## config.mk

```make
export PLATFORM = sky130hd
export DESIGN_NAME = sjf_nonpreemptive_scheduler
export DESIGN_NICKNAME = d
export VERILOG_FILES = /design/src/sjf_pkg.sv /design/src/sjf_nonpreemptive_scheduler.sv
export SDC_FILE = /design/constraint.sdc
export NUM_CORES = 1
export LEC_CHECK = 0
export BUFFER_PORTS_ARGS = -buffer_cell sky130_fd_sc_hd__buf_2
export CORE_AREA = 2 2 347 349
export CTS_CLUSTER_DIAMETER = 200
export CTS_CLUSTER_SIZE = 10
export DETAILED_ROUTE_END_ITERATION = 8
export DIE_AREA = 0 0 349 351
export GPL_TIMING_DRIVEN = 0
export PLACE_DENSITY = 0.47
export RECOVER_POWER = 100
export SYNTH_ARGS = -nofsm -noshare
export SYNTH_HDL_FRONTEND = slang
export SYNTH_SLANG_ARGS = --single-unit
```

## constraint.sdc

```tcl
create_clock -name aclk -period 16.4 [get_ports aclk]
set_clock_uncertainty 0.1 [all_clocks]
set_input_delay 3.28 -clock aclk [delete_from_list [all_inputs] [get_ports aclk]]
set_output_delay 3.28 -clock aclk [all_outputs]
set_load 0.005 [all_outputs]
```

## src/sjf_pkg.sv

```systemverilog
`timescale 1ns / 1ps
// Shared types and constants for the shortest-job-first scheduler.
// No dependencies.
package sjf_pkg;

    localparam int ID_W    = 8;
    localparam int ARR_W   = 16;
    localparam int BURST_W = 16;
    localparam int TIME_W  = 21;

    localparam logic [TIME_W-1:0] TIME_MAX = {TIME_W{1'b1}};

    typedef struct packed {
        logic [ID_W-1:0]    id;
        logic [ARR_W-1:0]   arr;
        logic [BURST_W-1:0] burst;
    } entry_t;

endpackage

```

## src/sjf_nonpreemptive_scheduler.sv

```systemverilog
`timescale 1ns / 1ps
// Non-preemptive shortest-job-first scheduler: entry table memory, scan unit and
// result register. Depends on sjf_pkg.
//
// Entries are loaded one beat per cycle into a table memory with one write port
// and one read port; a beat with s_tlast set closes the run (an entry that finds
// the table full is dropped). The block then emits one result beat per loaded
// entry in schedule order and takes no input until the last result has been
// registered. Each pick scans the loaded entries through the memory's single
// read port, one entry per cycle. The next run starts again at time 0. Times
// saturate at 2^21 - 1.
module sjf_nonpreemptive_scheduler
    import sjf_pkg::*;
#(
    parameter int MAX_PROCESSES = 16
) (
    input  logic        aclk,
    input  logic        aresetn,

    input  logic        s_tvalid,
    output logic        s_tready,
    input  logic [39:0] s_tdata,   // process_id[7:0], arrival_time[23:8], burst_time[39:24]
    input  logic        s_tlast,   // last_entry

    output logic        m_tvalid,
    input  logic        m_tready,
    output logic [55:0] m_tdata,   // sched_id[7:0], start_time[28:8], finish_time[49:29], 0
    output logic        m_tuser,   // idle_before
    output logic        m_tlast    // last_result
);

    localparam int IDX_W = (MAX_PROCESSES > 1) ? $clog2(MAX_PROCESSES) : 1;
    localparam int CNT_W = $clog2(MAX_PROCESSES + 1);
    localparam logic [CNT_W-1:0] CNT_MAX = CNT_W'(MAX_PROCESSES);

    typedef enum logic [2:0] {
        ST_LOAD = 3'b001,
        ST_SCAN = 3'b010,
        ST_EMIT = 3'b100
    } state_t;

    state_t state_reg, state_next;

    entry_t mem [MAX_PROCESSES];
    entry_t rd_entry_reg;
    logic   wr_en;
    entry_t wr_entry;

    logic [MAX_PROCESSES-1:0] valid_reg, valid_next;
    logic [CNT_W-1:0]         cnt_reg, cnt_next, cnt_after;
    logic [CNT_W-1:0]         rem_reg, rem_next;
    logic [TIME_W-1:0]        time_reg, time_next;

    logic [IDX_W-1:0] scan_idx_reg, scan_idx_next;
    logic             iss_done_reg, iss_done_next;
    logic             scan_last;
    logic             cmp_vld_reg, cmp_vld_next;
    logic             cmp_last_reg, cmp_last_next;
    logic [IDX_W-1:0] cmp_idx_reg, cmp_idx_next;
    logic             rd_ok_reg, rd_ok_next;

    logic             a_found_reg, a_found_next;
    logic [IDX_W-1:0] a_idx_reg, a_idx_next;
    entry_t           a_ent_reg, a_ent_next;
    logic             e_found_reg, e_found_next;
    logic [IDX_W-1:0] e_idx_reg, e_idx_next;
    entry_t           e_ent_reg, e_ent_next;

    logic             arrived, a_better, e_better;
    logic             pick_idle;
    logic [IDX_W-1:0] pick_idx;
    entry_t           pick_ent;
    logic [TIME_W-1:0] start_time, finish_time;
    logic [TIME_W:0]   finish_sum;

    logic        m_tvalid_reg, m_tvalid_next;
    logic [55:0] m_tdata_reg, m_tdata_next;
    logic        m_tuser_reg, m_tuser_next;
    logic        m_tlast_reg, m_tlast_next;
    logic        s_fire, emit_load;

    assign s_tready = (state_reg == ST_LOAD);
    assign s_fire   = s_tvalid && s_tready;
    assign m_tvalid = m_tvalid_reg;
    assign m_tdata  = m_tdata_reg;
    assign m_tuser  = m_tuser_reg;
    assign m_tlast  = m_tlast_reg;

    assign wr_entry.id    = s_tdata[7:0];
    assign wr_entry.arr   = s_tdata[23:8];
    assign wr_entry.burst = s_tdata[39:24];
    assign wr_en          = s_fire && (cnt_reg < CNT_MAX);
    assign cnt_after      = wr_en ? cnt_reg + 1'b1 : cnt_reg;

    assign scan_last = (CNT_W'(scan_idx_reg) == cnt_reg - 1'b1);

    assign arrived  = ({{(TIME_W - ARR_W){1'b0}}, rd_entry_reg.arr} <= time_reg);
    assign a_better = !a_found_reg || (rd_entry_reg.burst < a_ent_reg.burst) ||
                      ((rd_entry_reg.burst == a_ent_reg.burst) &&
                       (rd_entry_reg.arr < a_ent_reg.arr));
    assign e_better = !e_found_reg || (rd_entry_reg.arr < e_ent_reg.arr);

    assign pick_idle   = !a_found_reg;
    assign pick_idx    = pick_idle ? e_idx_reg : a_idx_reg;
    assign pick_ent    = pick_idle ? e_ent_reg : a_ent_reg;
    assign start_time  = pick_idle ? {{(TIME_W - ARR_W){1'b0}}, pick_ent.arr} : time_reg;
    assign finish_sum  = {1'b0, start_time} + (TIME_W + 1)'(pick_ent.burst);
    assign finish_time = finish_sum[TIME_W] ? TIME_MAX : finish_sum[TIME_W-1:0];
    assign emit_load   = (state_reg == ST_EMIT) && (!m_tvalid_reg || m_tready);

    always_ff @(posedge aclk) begin
        if (wr_en) begin
            mem[cnt_reg[IDX_W-1:0]] <= wr_entry;
        end
        rd_entry_reg <= mem[scan_idx_reg];
    end

    always_comb begin
        state_next    = state_reg;
        valid_next    = valid_reg;
        cnt_next      = cnt_reg;
        rem_next      = rem_reg;
        time_next     = time_reg;
        scan_idx_next = scan_idx_reg;
        iss_done_next = iss_done_reg;
        cmp_vld_next  = 1'b0;
        cmp_last_next = 1'b0;
        cmp_idx_next  = scan_idx_reg;
        rd_ok_next    = valid_reg[scan_idx_reg];
        a_found_next  = a_found_reg;
        a_idx_next    = a_idx_reg;
        a_ent_next    = a_ent_reg;
        e_found_next  = e_found_reg;
        e_idx_next    = e_idx_reg;
        e_ent_next    = e_ent_reg;
        m_tvalid_next = m_tvalid_reg && !m_tready;
        m_tdata_next  = m_tdata_reg;
        m_tuser_next  = m_tuser_reg;
        m_tlast_next  = m_tlast_reg;

        case (state_reg)
            ST_LOAD: begin
                if (wr_en) begin
                    valid_next[cnt_reg[IDX_W-1:0]] = 1'b1;
                    cnt_next = cnt_after;
                end
                if (s_fire && s_tlast && (cnt_after != '0)) begin
                    state_next    = ST_SCAN;
                    rem_next      = cnt_after;
                    time_next     = '0;
                    scan_idx_next = '0;
                    iss_done_next = 1'b0;
                    a_found_next  = 1'b0;
                    e_found_next  = 1'b0;
                end
            end
            ST_SCAN: begin
                if (!iss_done_reg) begin
                    cmp_vld_next  = 1'b1;
                    cmp_last_next = scan_last;
                    if (scan_last) begin
                        iss_done_next = 1'b1;
                    end else begin
                        scan_idx_next = scan_idx_reg + 1'b1;
                    end
                end
                if (cmp_vld_reg && rd_ok_reg) begin
                    if (arrived && a_better) begin
                        a_found_next = 1'b1;
                        a_idx_next   = cmp_idx_reg;
                        a_ent_next   = rd_entry_reg;
                    end
                    if (e_better) begin
                        e_found_next = 1'b1;
                        e_idx_next   = cmp_idx_reg;
                        e_ent_next   = rd_entry_reg;
                    end
                end
                if (cmp_vld_reg && cmp_last_reg) begin
                    state_next = ST_EMIT;
                end
            end
            ST_EMIT: begin
                if (emit_load) begin
                    m_tvalid_next = 1'b1;
                    m_tdata_next  = {6'b0, finish_time, start_time, pick_ent.id};
                    m_tuser_next  = pick_idle;
                    m_tlast_next  = (rem_reg == CNT_W'(1));
                    valid_next[pick_idx] = 1'b0;
                    time_next     = finish_time;
                    rem_next      = rem_reg - 1'b1;
                    scan_idx_next = '0;
                    iss_done_next = 1'b0;
                    a_found_next  = 1'b0;
                    e_found_next  = 1'b0;
                    if (rem_reg == CNT_W'(1)) begin
                        state_next = ST_LOAD;
                        cnt_next   = '0;
                        valid_next = '0;
                        time_next  = '0;
                    end else begin
                        state_next = ST_SCAN;
                    end
                end
            end
            default: begin
                state_next = ST_LOAD;
            end
        endcase
    end

    always_ff @(posedge aclk) begin
        if (!aresetn) begin
            state_reg    <= ST_LOAD;
            valid_reg    <= '0;
            cnt_reg      <= '0;
            rem_reg      <= '0;
            time_reg     <= '0;
            scan_idx_reg <= '0;
            iss_done_reg <= 1'b0;
            cmp_vld_reg  <= 1'b0;
            cmp_last_reg <= 1'b0;
            a_found_reg  <= 1'b0;
            e_found_reg  <= 1'b0;
            m_tvalid_reg <= 1'b0;
        end else begin
            state_reg    <= state_next;
            valid_reg    <= valid_next;
            cnt_reg      <= cnt_next;
            rem_reg      <= rem_next;
            time_reg     <= time_next;
            scan_idx_reg <= scan_idx_next;
            iss_done_reg <= iss_done_next;
            cmp_vld_reg  <= cmp_vld_next;
            cmp_last_reg <= cmp_last_next;
            a_found_reg  <= a_found_next;
            e_found_reg  <= e_found_next;
            m_tvalid_reg <= m_tvalid_next;
        end
    end

    always_ff @(posedge aclk) begin
        cmp_idx_reg <= cmp_idx_next;
        rd_ok_reg   <= rd_ok_next;
        a_idx_reg   <= a_idx_next;
        a_ent_reg   <= a_ent_next;
        e_idx_reg   <= e_idx_next;
        e_ent_reg   <= e_ent_next;
        m_tdata_reg <= m_tdata_next;
        m_tuser_reg <= m_tuser_next;
        m_tlast_reg <= m_tlast_next;
    end

    a_load_count: assert property (@(posedge aclk) disable iff (!aresetn)
        (state_reg == ST_LOAD) |-> ($countones(valid_reg) == int'(cnt_reg)))
        else $error("valid bits disagree with fill count while loading");

    a_scan_remaining: assert property (@(posedge aclk) disable iff (!aresetn)
        (state_reg != ST_LOAD) |-> ($countones(valid_reg) == int'(rem_reg)))
        else $error("valid bits disagree with remaining entries");

    a_emit_has_pick: assert property (@(posedge aclk) disable iff (!aresetn)
        (state_reg == ST_EMIT) |-> (a_found_reg || e_found_reg))
        else $error("emit without a candidate");

    a_run_clears: assert property (@(posedge aclk) disable iff (!aresetn)
        (emit_load && (rem_reg == CNT_W'(1))) |=>
            ((cnt_reg == '0) && (valid_reg == '0) && m_tlast_reg))
        else $error("table not cleared after final result");

endmodule

```

# Yosys cells after proc, flatten, opt, wreduce, memory -nomap -nowiden
# Memories as Yosys holds them, arrays and structs flattened. A register that Yosys moved wholly into a read port is not among the register bits.
# Index checks and enable logic that the tools add are counted.
op_classes:
  add_sub_neg: 5
  n_lt_le_gt_ge: 10
  n_eq_ne: 16
  n_mux: 52
  bitwise_logic: 5
  reduce_logical: 36
op_table:
  columns: ["op", "n"]
  rows:
  - ["21-bit two-way mux", 5]
  - ["16-bit < comparator", 3]
  - ["16-bit two-way mux", 3]
  - ["21-bit one-hot mux with 2 select lines", 1]
  - ["40-bit two-way mux", 1]
  - ["16-bit one-hot mux with 2 select lines", 1]
  - ["5-bit two-way mux", 6]
  - ["21-bit by 16-bit adder with 22-bit output", 1]
  - ["16-bit by 21-bit less-or-equal comparator with 1-bit output", 1]
  - ["4-bit two-way mux", 5]
  - ["5-bit one-hot mux with 2 select lines", 2]
  - ["3-bit AND reduction", 6]
  - ["16-bit bitwise AND", 1]
  - ["16-bit == test", 1]
  - ["1-bit two-way mux", 16]
  - ["16-bit inverter", 1]
  - ["16-bit OR", 1]
  - ["4-bit by 5-bit < comparator with 1-bit output (second input constant)", 3]
  - ["5-bit AND reduction", 3]
  - ["2-bit != test (second input constant)", 7]
  - ["1-bit logical AND", 12]
  - ["4-bit one-hot mux with 3 select lines", 1]
  - ["5-bit by 1-bit subtractor with 5-bit output (second input constant)", 2]
  - ["3-bit two-way mux", 3]
  - ["other kinds (24)", 38]
word_totals:
  register_bits: 205
  ram_bits: 640
  output_inout_bits: 60
  elab_cells: 150
  memories: 1
memory_table:
  columns: ["name", "depth", "word_bits", "rd", "rd_ports_with_merged_regs", "wr", "line_no", "text"]
  rows:
  - ["mem", 16, 40, 1, 1, 1, "sjf_nonpreemptive_scheduler.sv:44", "entry_t mem [MAX_PROCESSES];"]

# Depth between registers and ports, before layout
# Gate-level depths: netlist of the first run.
depth:
  depth_word: 10
  depth_mapped: 16
  depth_no_buf: 11

# Least setup slack after synthesis of the first run
# No wires, ideal clock.
synth_timing:
  path_type: "input to register"
  from: "input s_tvalid"
  to: "memory mem[10][0] (netlist name), enable pin"
  t_arrival_ns: 5.020
  path_slack_ns: 10.885
  cell_stages: 6
  path_cell_list: "nand4bb_1 nor2_2 clkbuf_1 and3_1 nand2_1 inv_1"
synth_via:
  elab_chain_len: 4
synth_lines:
  columns: ["item", "line_no", "text"]
  rows:
  - ["from (decl)", "sjf_nonpreemptive_scheduler.sv:20", "input logic s_tvalid,"]
  - ["1-bit logical AND", "sjf_nonpreemptive_scheduler.sv:83", "assign s_fire = s_tvalid && s_tready;"]
  - ["1-bit logical AND", "sjf_nonpreemptive_scheduler.sv:92", "assign wr_en = s_fire && (cnt_reg < CNT_MAX);"]
  - ["1-bit two-way mux", "sjf_nonpreemptive_scheduler.sv:112", "if (wr_en) begin"]
  - ["1-bit two-way mux (not written as such)", "sjf_nonpreemptive_scheduler.sv:113", "mem[cnt_reg[IDX_W-1:0]] <= wr_entry;"]
  - ["to (decl)", "sjf_nonpreemptive_scheduler.sv:44", null]
# Every way passes these cells.

# Final worst setup path of the first run
layout_timing:
  from: "input s_tvalid"
  to: "memory mem[12][4] (netlist name), enable pin"
# Same word-level chain as after synthesis.

==> results of run 1 <==
==> worst paths after layout <==
kind / end / cells past startpoint / start / slack [ns]
worst max-delay path: mem[12][4] / 6 / s_tvalid / 9.23
worst min-delay path: cmp_idx_reg[2] / 0 / cmp_idx_next[2] / 0.25
worst max register to register: time_reg[7] / 14 / a_found_reg / 10.55
worst min register to register: cmp_idx_reg[2] / 0 / cmp_idx_next[2] / 0.25
==> per-stage QoR <==
stage | utilization (%) | worst slack [ns] | instance area [sq um] | hold slack (ns)
after floorplan | - | 10.89 | 35300 | 0.226
after global placement | 31.7 | 8.63 | 37800 | 0.247
after detailed placement | 32.1 | 10.22 | 38200 | 0.243
after CTS | 34.5 | 10.94 | 41000 | 0.252
after global routing | 34.1 | 8.94 | 40600 | 0.259
final | 34.1 | 9.23 | 40600 | 0.248
==> layer usage <==
layer  GRT usage (%)  wire [um]  vias to the layer above  share of wire (%)
li1                -          -                     8063                  -
met1            20.0      40400                     9602                 44
met2            25.4      45300                      527                 49
met3            2.47       4430                      141                4.8
met4            4.09       2070                       10                2.2
met5               0         68                        -              0.074
==> power by group <==
group          switching, uW  total [uW]  internal (uW)
Clock                    884        2010           1130
Combinational           96.4         150           53.4
Sequential              25.7        2520           2490
==> cells in the final DEF (no fill, tap or decap), types with 5 or more instances in the layout <==
| master | netlist | routed |
|---|---|---|
| buf_2 | 23 | 42 |
| mux2_2 | 25 | 21 |
| a22o_1 | 20 | 20 |
| nand2_1 | 72 | 72 |
| o21a_1 | 20 | 20 |
| nand2b_1 | 7 | 7 |
| a21oi_1 | 81 | 81 |
| nor2b_1 | 6 | 6 |
| and4_1 | 6 | 6 |
| conb_1 | 1 | 6 |
| a21o_1 | 21 | 21 |
| nor3_1 | 15 | 16 |
| clkbuf_1 | 47 | 209 |
| mux4_2 | 205 | 205 |
| a211oi_1 | 6 | 7 |
| clkbuf_16 | 0 | 99 |
| o21bai_1 | 6 | 6 |
| a211o_1 | 5 | 5 |
| nand3_1 | 19 | 19 |
| xor2_1 | 7 | 7 |
| edfxtp_1 | 780 | 780 |
| buf_1 | 7 | 6 |
| nand3b_1 | 5 | 5 |
| buf_4 | 9 | 7 |
| xnor2_1 | 12 | 12 |
| a22oi_1 | 5 | 5 |
| nor2_1 | 43 | 44 |
| inv_1 | 97 | 94 |
| nand4_1 | 12 | 12 |
| a31oi_1 | 6 | 6 |
| o21ai_0 | 60 | 61 |
| ha_1 | 86 | 86 |
| dfxtp_1 | 105 | 105 |
==> layout make-up <==
type,instances,area share [%]
clock buffers,161,6.68
inverters,99,0.928
multi-input cells,829,22.2
clock inverters,7,0.395
flip-flops and latches,885,62.9
diodes,2,0.0123
repair buffers,114,1.13
plain buffers,90,0.978
well taps,1548,4.77
==> logic make-up (layout without fill, tap and decap cells) <==
group | after synthesis | after routing | synth area share (%)
XOR/XNOR | 19 | 19 | 0.471
flip-flops | 885 | 885 | 72.3
AO/OA/AOI/OAI | 276 | 276 | 5.08
multiplexers | 232 | 232 | 13.9
AND/OR/NAND/NOR | 209 | 209 | 2.91
adder cells (fa/ha/maj) | 87 | 87 | 3.10
other | 1 | 8 | 0.0106
buffers and inverters | 189 | 471 | 2.25
==> results.sh, run 1 <==
export IMPL_status="complete, but fails checks"
export IMPL_violations="max-capacitance violations, max-slew violations"
export IMPL_ctsResizeCount=0
export IMPL_startpoint_type="input port"
export IMPL_synth_distinct_cells=76
export IMPL_hold_violations=0
export IMPL_dpl_hpwl_mm=58.8
export IMPL_cts_sinks=885
export IMPL_critPathMaxStageDelay_ns=1.92
export IMPL_fmax_ghz=0.139
export IMPL_finalWeightedCongestion=0.820
export IMPL_crit_path_end_kind="flop"
export IMPL_rsz0062_at_grt="false"
export IMPL_finalNetCount=2249
export IMPL_drt_wl_total_mm=92.3
export IMPL_overflow=0
export IMPL_grt_max_degree=61
export IMPL_drv_slew=527
export IMPL_yosys_top_cells_count="edfxtp_1, mux4_2, dfxtp_1, inv_1, ha_1"
export IMPL_path_clk_slew_ns=0.06
export IMPL_cts_buffers=98
export IMPL_crit_arrival_ns=7.28
export IMPL_drive_gt1_share_pct=17.9
export IMPL_core_sq_um=119000
export IMPL_clockRootBuffer="clkbuf_16"
export IMPL_fillCellCount=11268
export IMPL_critPathMostFrequentCell="clkbuf_1"
export IMPL_final_period_utilization_pct=43.7
export IMPL_crit_chain="clkbuf_1, nand4bb_1, nor2_1, clkbuf_1, and4_1, clkbuf_1"
export IMPL_ys_seq_elements=885
export IMPL_crit_buf_inv=3
export IMPL_wl_per_cell_um=24.7
export IMPL_grt_pass1_vias=18959
export IMPL_clk_path_buf_depth=3
export IMPL_yosysWarnings=0
export IMPL_drtAntennaViolNets=0
export IMPL_synth_area_leaders="edfxtp_1, mux4_2, dfxtp_1"
export IMPL_first_pass_iters=6
export IMPL_cts_tree="built"
export IMPL_p_leak_uw=0.0130
export IMPL_finalPower_uw=4680
export IMPL_peakVddDrop_mv=0.0848
export IMPL_initial_utilization_pct=29.7
export IMPL_ctsHtreeMaxLevel=3
export IMPL_postCtsHoldBufs=0
export IMPL_drtIter0Drc=1539
export IMPL_crit_fanout=25
export IMPL_die_w_um=349
export IMPL_antenna_found_initial=14
export IMPL_synth_edf_count=780
export IMPL_area_delta_synth_final_pct=14.8
export IMPL_yosysTopAreaCell="edfxtp_1"
export IMPL_max_cap_violations=18
export IMPL_placedCellCount=3565
export IMPL_fin_setup_tns_ns=0
export IMPL_synth_top_cell_area_share_pct=66.3
export IMPL_seq_area_frac_synth_pct=72.3
export IMPL_route_detailed_drc=0
export IMPL_syn_area_sq_um=35300
export IMPL_critPathRequiredTime_ns=16.51
export IMPL_slew_headroom_pct=-113
export IMPL_synth_flop_cell="edfxtp_1"
export IMPL_multi_input_area_sq_um=9000
export IMPL_critPathSlowestCell="clkbuf_1"
export IMPL_pin_count=105
export IMPL_yosysMostFrequentCell="edfxtp_1"
export IMPL_die_h_um=351
export IMPL_rows=127
export IMPL_critical_path_top_delay_family="buffers and inverters"
export IMPL_tightest_slew_ns=3.17
export IMPL_synth_avg_cell_area_sq_um=18.6
export IMPL_synth_cells=1898
export IMPL_post_cts_buffers=0
export IMPL_grt_pass1_wl_mm=133
export IMPL_setup_violations=0
export IMPL_layout_cells_non_filler=3735
export IMPL_track_usage_pct=15.0
export IMPL_clock_latency_ns=0.68
export IMPL_async_reset_ff_share_pct=0
export IMPL_finalCriticalPeriod_ns=7.17
export IMPL_portBuffers=98
export IMPL_dieArea_sq_um=122000
export IMPL_routed_via_count=18343
export IMPL_ff_latch_area_sq_um=25500
export IMPL_powerDensity_nw_per_um2=115
export IMPL_min_path_type="reg2reg"
export IMPL_via_per_inst=4.91
export IMPL_worstSetupPathType="in2reg"
export IMPL_largest_reg_flops=640
Note: power is estimated with default switching activity, not from simulation.
==> run 2, diff against run 1 <==
Settings changed: ABC_AREA from default to 1, CORE_AREA 2 2 347 349 to 2 2 351 353, DIE_AREA 0 0 349 351 to 0 0 353 355.
Clock period 16.4 ns to 7.45 ns, I/O delays scaled along.
==> results.sh, run 2 <==
export IMPL_yosys_top_cells_count="edfxtp_1, nand2_1, nor2_1, o21ai_0, inv_1"
export IMPL_layout_common_cells="edfxtp_1, nand2_1, clkbuf_1, nor2_1, o21ai_0"
export IMPL_status="complete, but fails checks"
export IMPL_diodes=0
export IMPL_startpoint_type="input port"
export IMPL_violations="max-capacitance violations, max-slew violations"
export IMPL_die_w_um=353
export IMPL_postCtsHoldBufs=0
export IMPL_wl_per_cell_um=24.8
export IMPL_async_reset_ff_share_pct=0
export IMPL_place_area_sq_um=39900
export IMPL_drt_wl_total_mm=118
export IMPL_yosysTopAreaCell="edfxtp_1"
export IMPL_finalCriticalPeriod_ns=5.69
export IMPL_seq_area_frac_synth_pct=70.4
export IMPL_synth_top_cell_area_share_pct=64.6
export IMPL_crit_fanout=20
export IMPL_powerDensity_nw_per_um2=309
export IMPL_rsz0062_at_grt="false"
export IMPL_path_clk_slew_ns=0.05
export IMPL_setup_violations=0
export IMPL_ctsHtreeMaxLevel=3
export IMPL_drive_gt1_share_pct=5.37
export IMPL_yosysWarnings=0
export IMPL_slew_headroom_pct=-29.0
export IMPL_design_area_sq_um=41700
export IMPL_rr_startpoint="cnt_reg[0]"
export IMPL_cts_buffers=98
export IMPL_post_cts_buffers=0
export IMPL_min_path_type="reg2reg"
export IMPL_synth_cells=2827
export IMPL_utilization_pct=34.4
export IMPL_crit_arrival_ns=5.85
export IMPL_routed_via_count=23961
export IMPL_via_per_inst=5.02
export IMPL_syn_area_sq_um=36300
export IMPL_dieArea_sq_um=125000
export IMPL_drv_slew=257
export IMPL_dpl_hpwl_mm=81.9
export IMPL_synth_distinct_cells=41
export IMPL_synth_edf_count=780
export IMPL_cts_sinks=885
export IMPL_drtAntennaViolNets=0
export IMPL_grt_pass1_vias=23199
export IMPL_clockRootBuffer="clkbuf_16"
export IMPL_finalWeightedCongestion=0.816
export IMPL_synth_flop_cell="edfxtp_1"
export IMPL_cts_tree="built"
export IMPL_grt_max_degree=36
export IMPL_ys_seq_elements=885
export IMPL_largest_reg_flops=640
export IMPL_core_sq_um=121000
export IMPL_p_leak_uw=0.0137
export IMPL_route_detailed_drc=0
export IMPL_area_delta_synth_final_pct=15.1
export IMPL_track_usage_pct=18.5
export IMPL_initial_utilization_pct=29.9
export IMPL_crit_path_end_kind="flop"
export IMPL_hp_start="cmp_idx_next[3]"
export IMPL_rows=128
export IMPL_finalNetCount=3239
export IMPL_tightest_slew_ns=1.93
export IMPL_grt_pass1_wl_mm=169
export IMPL_hold_violations=0
export IMPL_final_common_cell="edfxtp_1"
export IMPL_ctsResizeCount=0
export IMPL_synth_area_leaders="edfxtp_1, dfxtp_1, nand2_1"
export IMPL_yosysMostFrequentCell="edfxtp_1"
export IMPL_final_period_utilization_pct=76.4
export IMPL_pin_count=105
export IMPL_overflow=0
export IMPL_peakVddDrop_mv=0.195
export IMPL_clock_latency_ns=0.70
export IMPL_critPathRequiredTime_ns=7.61
export IMPL_first_pass_iters=7
export IMPL_antenna_found_initial=13
export IMPL_synth_avg_cell_area_sq_um=12.8
export IMPL_worstSetupPathType="in2reg"
export IMPL_die_h_um=355
export IMPL_drtIter0Drc=2233
export IMPL_clk_path_buf_depth=3
export IMPL_startpoint="s_tvalid"
export IMPL_portBuffers=98
export IMPL_max_cap_violations=12
export IMPL_fmax_ghz=0.176
-- run 2: cell count changes after synthesis, sizes merged, moves of 33 or more --
cell / delta
o21ai: +181
mux2i: +125
o221ai: +125
nand2: +270
inv: +51
nand3: +85
o32ai: +35
nor2: +269
mux4: -205
o211ai: +33
clkbuf: +74
-- run 2: cell type report --
| class | instances | area [sq um] |
|---|---|---|
| fillers | 12245 | 79700 |
| flip-flops and latches | 885 | 25500 |
| multi-input cells | 1636 | 9510 |
| clock buffers | 135 | 2630 |
| well taps | 1625 | 2030 |
| repair buffers | 175 | 689 |
| plain buffers | 160 | 641 |
| inverters | 151 | 567 |
| clock inverters | 6 | 123 |
-- run 2: cells by family (layout without fill, tap and decap cells) --
family / count (synthesis) / count (layout) / synth area share, %
flops: 885 / 885 / 70.4
xor+xnor: 14 / 14 / 0.338
fa+ha+maj: 87 / 87 / 3.02
mux: 127 / 127 / 3.51
buf+inv: 311 / 627 / 3.37
other cells: 1 / 6 / 0.0103
simple gates: 828 / 828 / 9.38
compound gates: 574 / 574 / 9.98
-- run 2: path summary, 6_finish.rpt --
path / slack (ns) / depth (start not counted) / to
hold reg to reg: 0.25 / 0 / cmp_idx_reg[3]
setup / recovery: 1.76 / 7 / mem[11][29]
hold / removal: 0.25 / 0 / cmp_idx_reg[3]
setup reg to reg: 2.24 / 7 / mem[15][25]
-- run 2: critical path, cell delays in order --
cell,delay [ns]
clkbuf_1,0.24
nand4_1,0.49
inv_1,0.34
nand2_1,0.20
nor2_1,0.32
clkbuf_1,1.35
clkbuf_1,1.36
-- run 2: power breakdown --
group          internal [uW]  switching [uW]  leakage [uW]
logic                    687            1800       0.00449
clock network           2440            1950       0.00132
registers               5790             219       0.00789
total                   8910            3970        0.0137
-- run 2: metal layers --
metal	share of wire, %	track usage [%]
met4	2.6	5.16
met2	45	29.6
met3	6.6	3.57
met1	45	25.7
met5	0.097	0
-- run 2: stage by stage --
stage | setup slack (ns) | total power [uW] | hold slack, ns | std cells | TNS (ns)
3_3_place_gp | -2.59 | 8600 | 0.233 | 4555 | -1050.22
2_1_floorplan | 2.20 | 7440 | 0.229 | 2832 | 0
3_5_place_dp | 2.86 | 8660 | 0.244 | 4632 | 0
4_1_cts | 2.84 | 13000 | 0.255 | 4773 | 0
6_report | 1.76 | 12900 | 0.253 | 4773 | 0
5_1_grt | 1.67 | 13400 | 0.267 | 4773 | 0
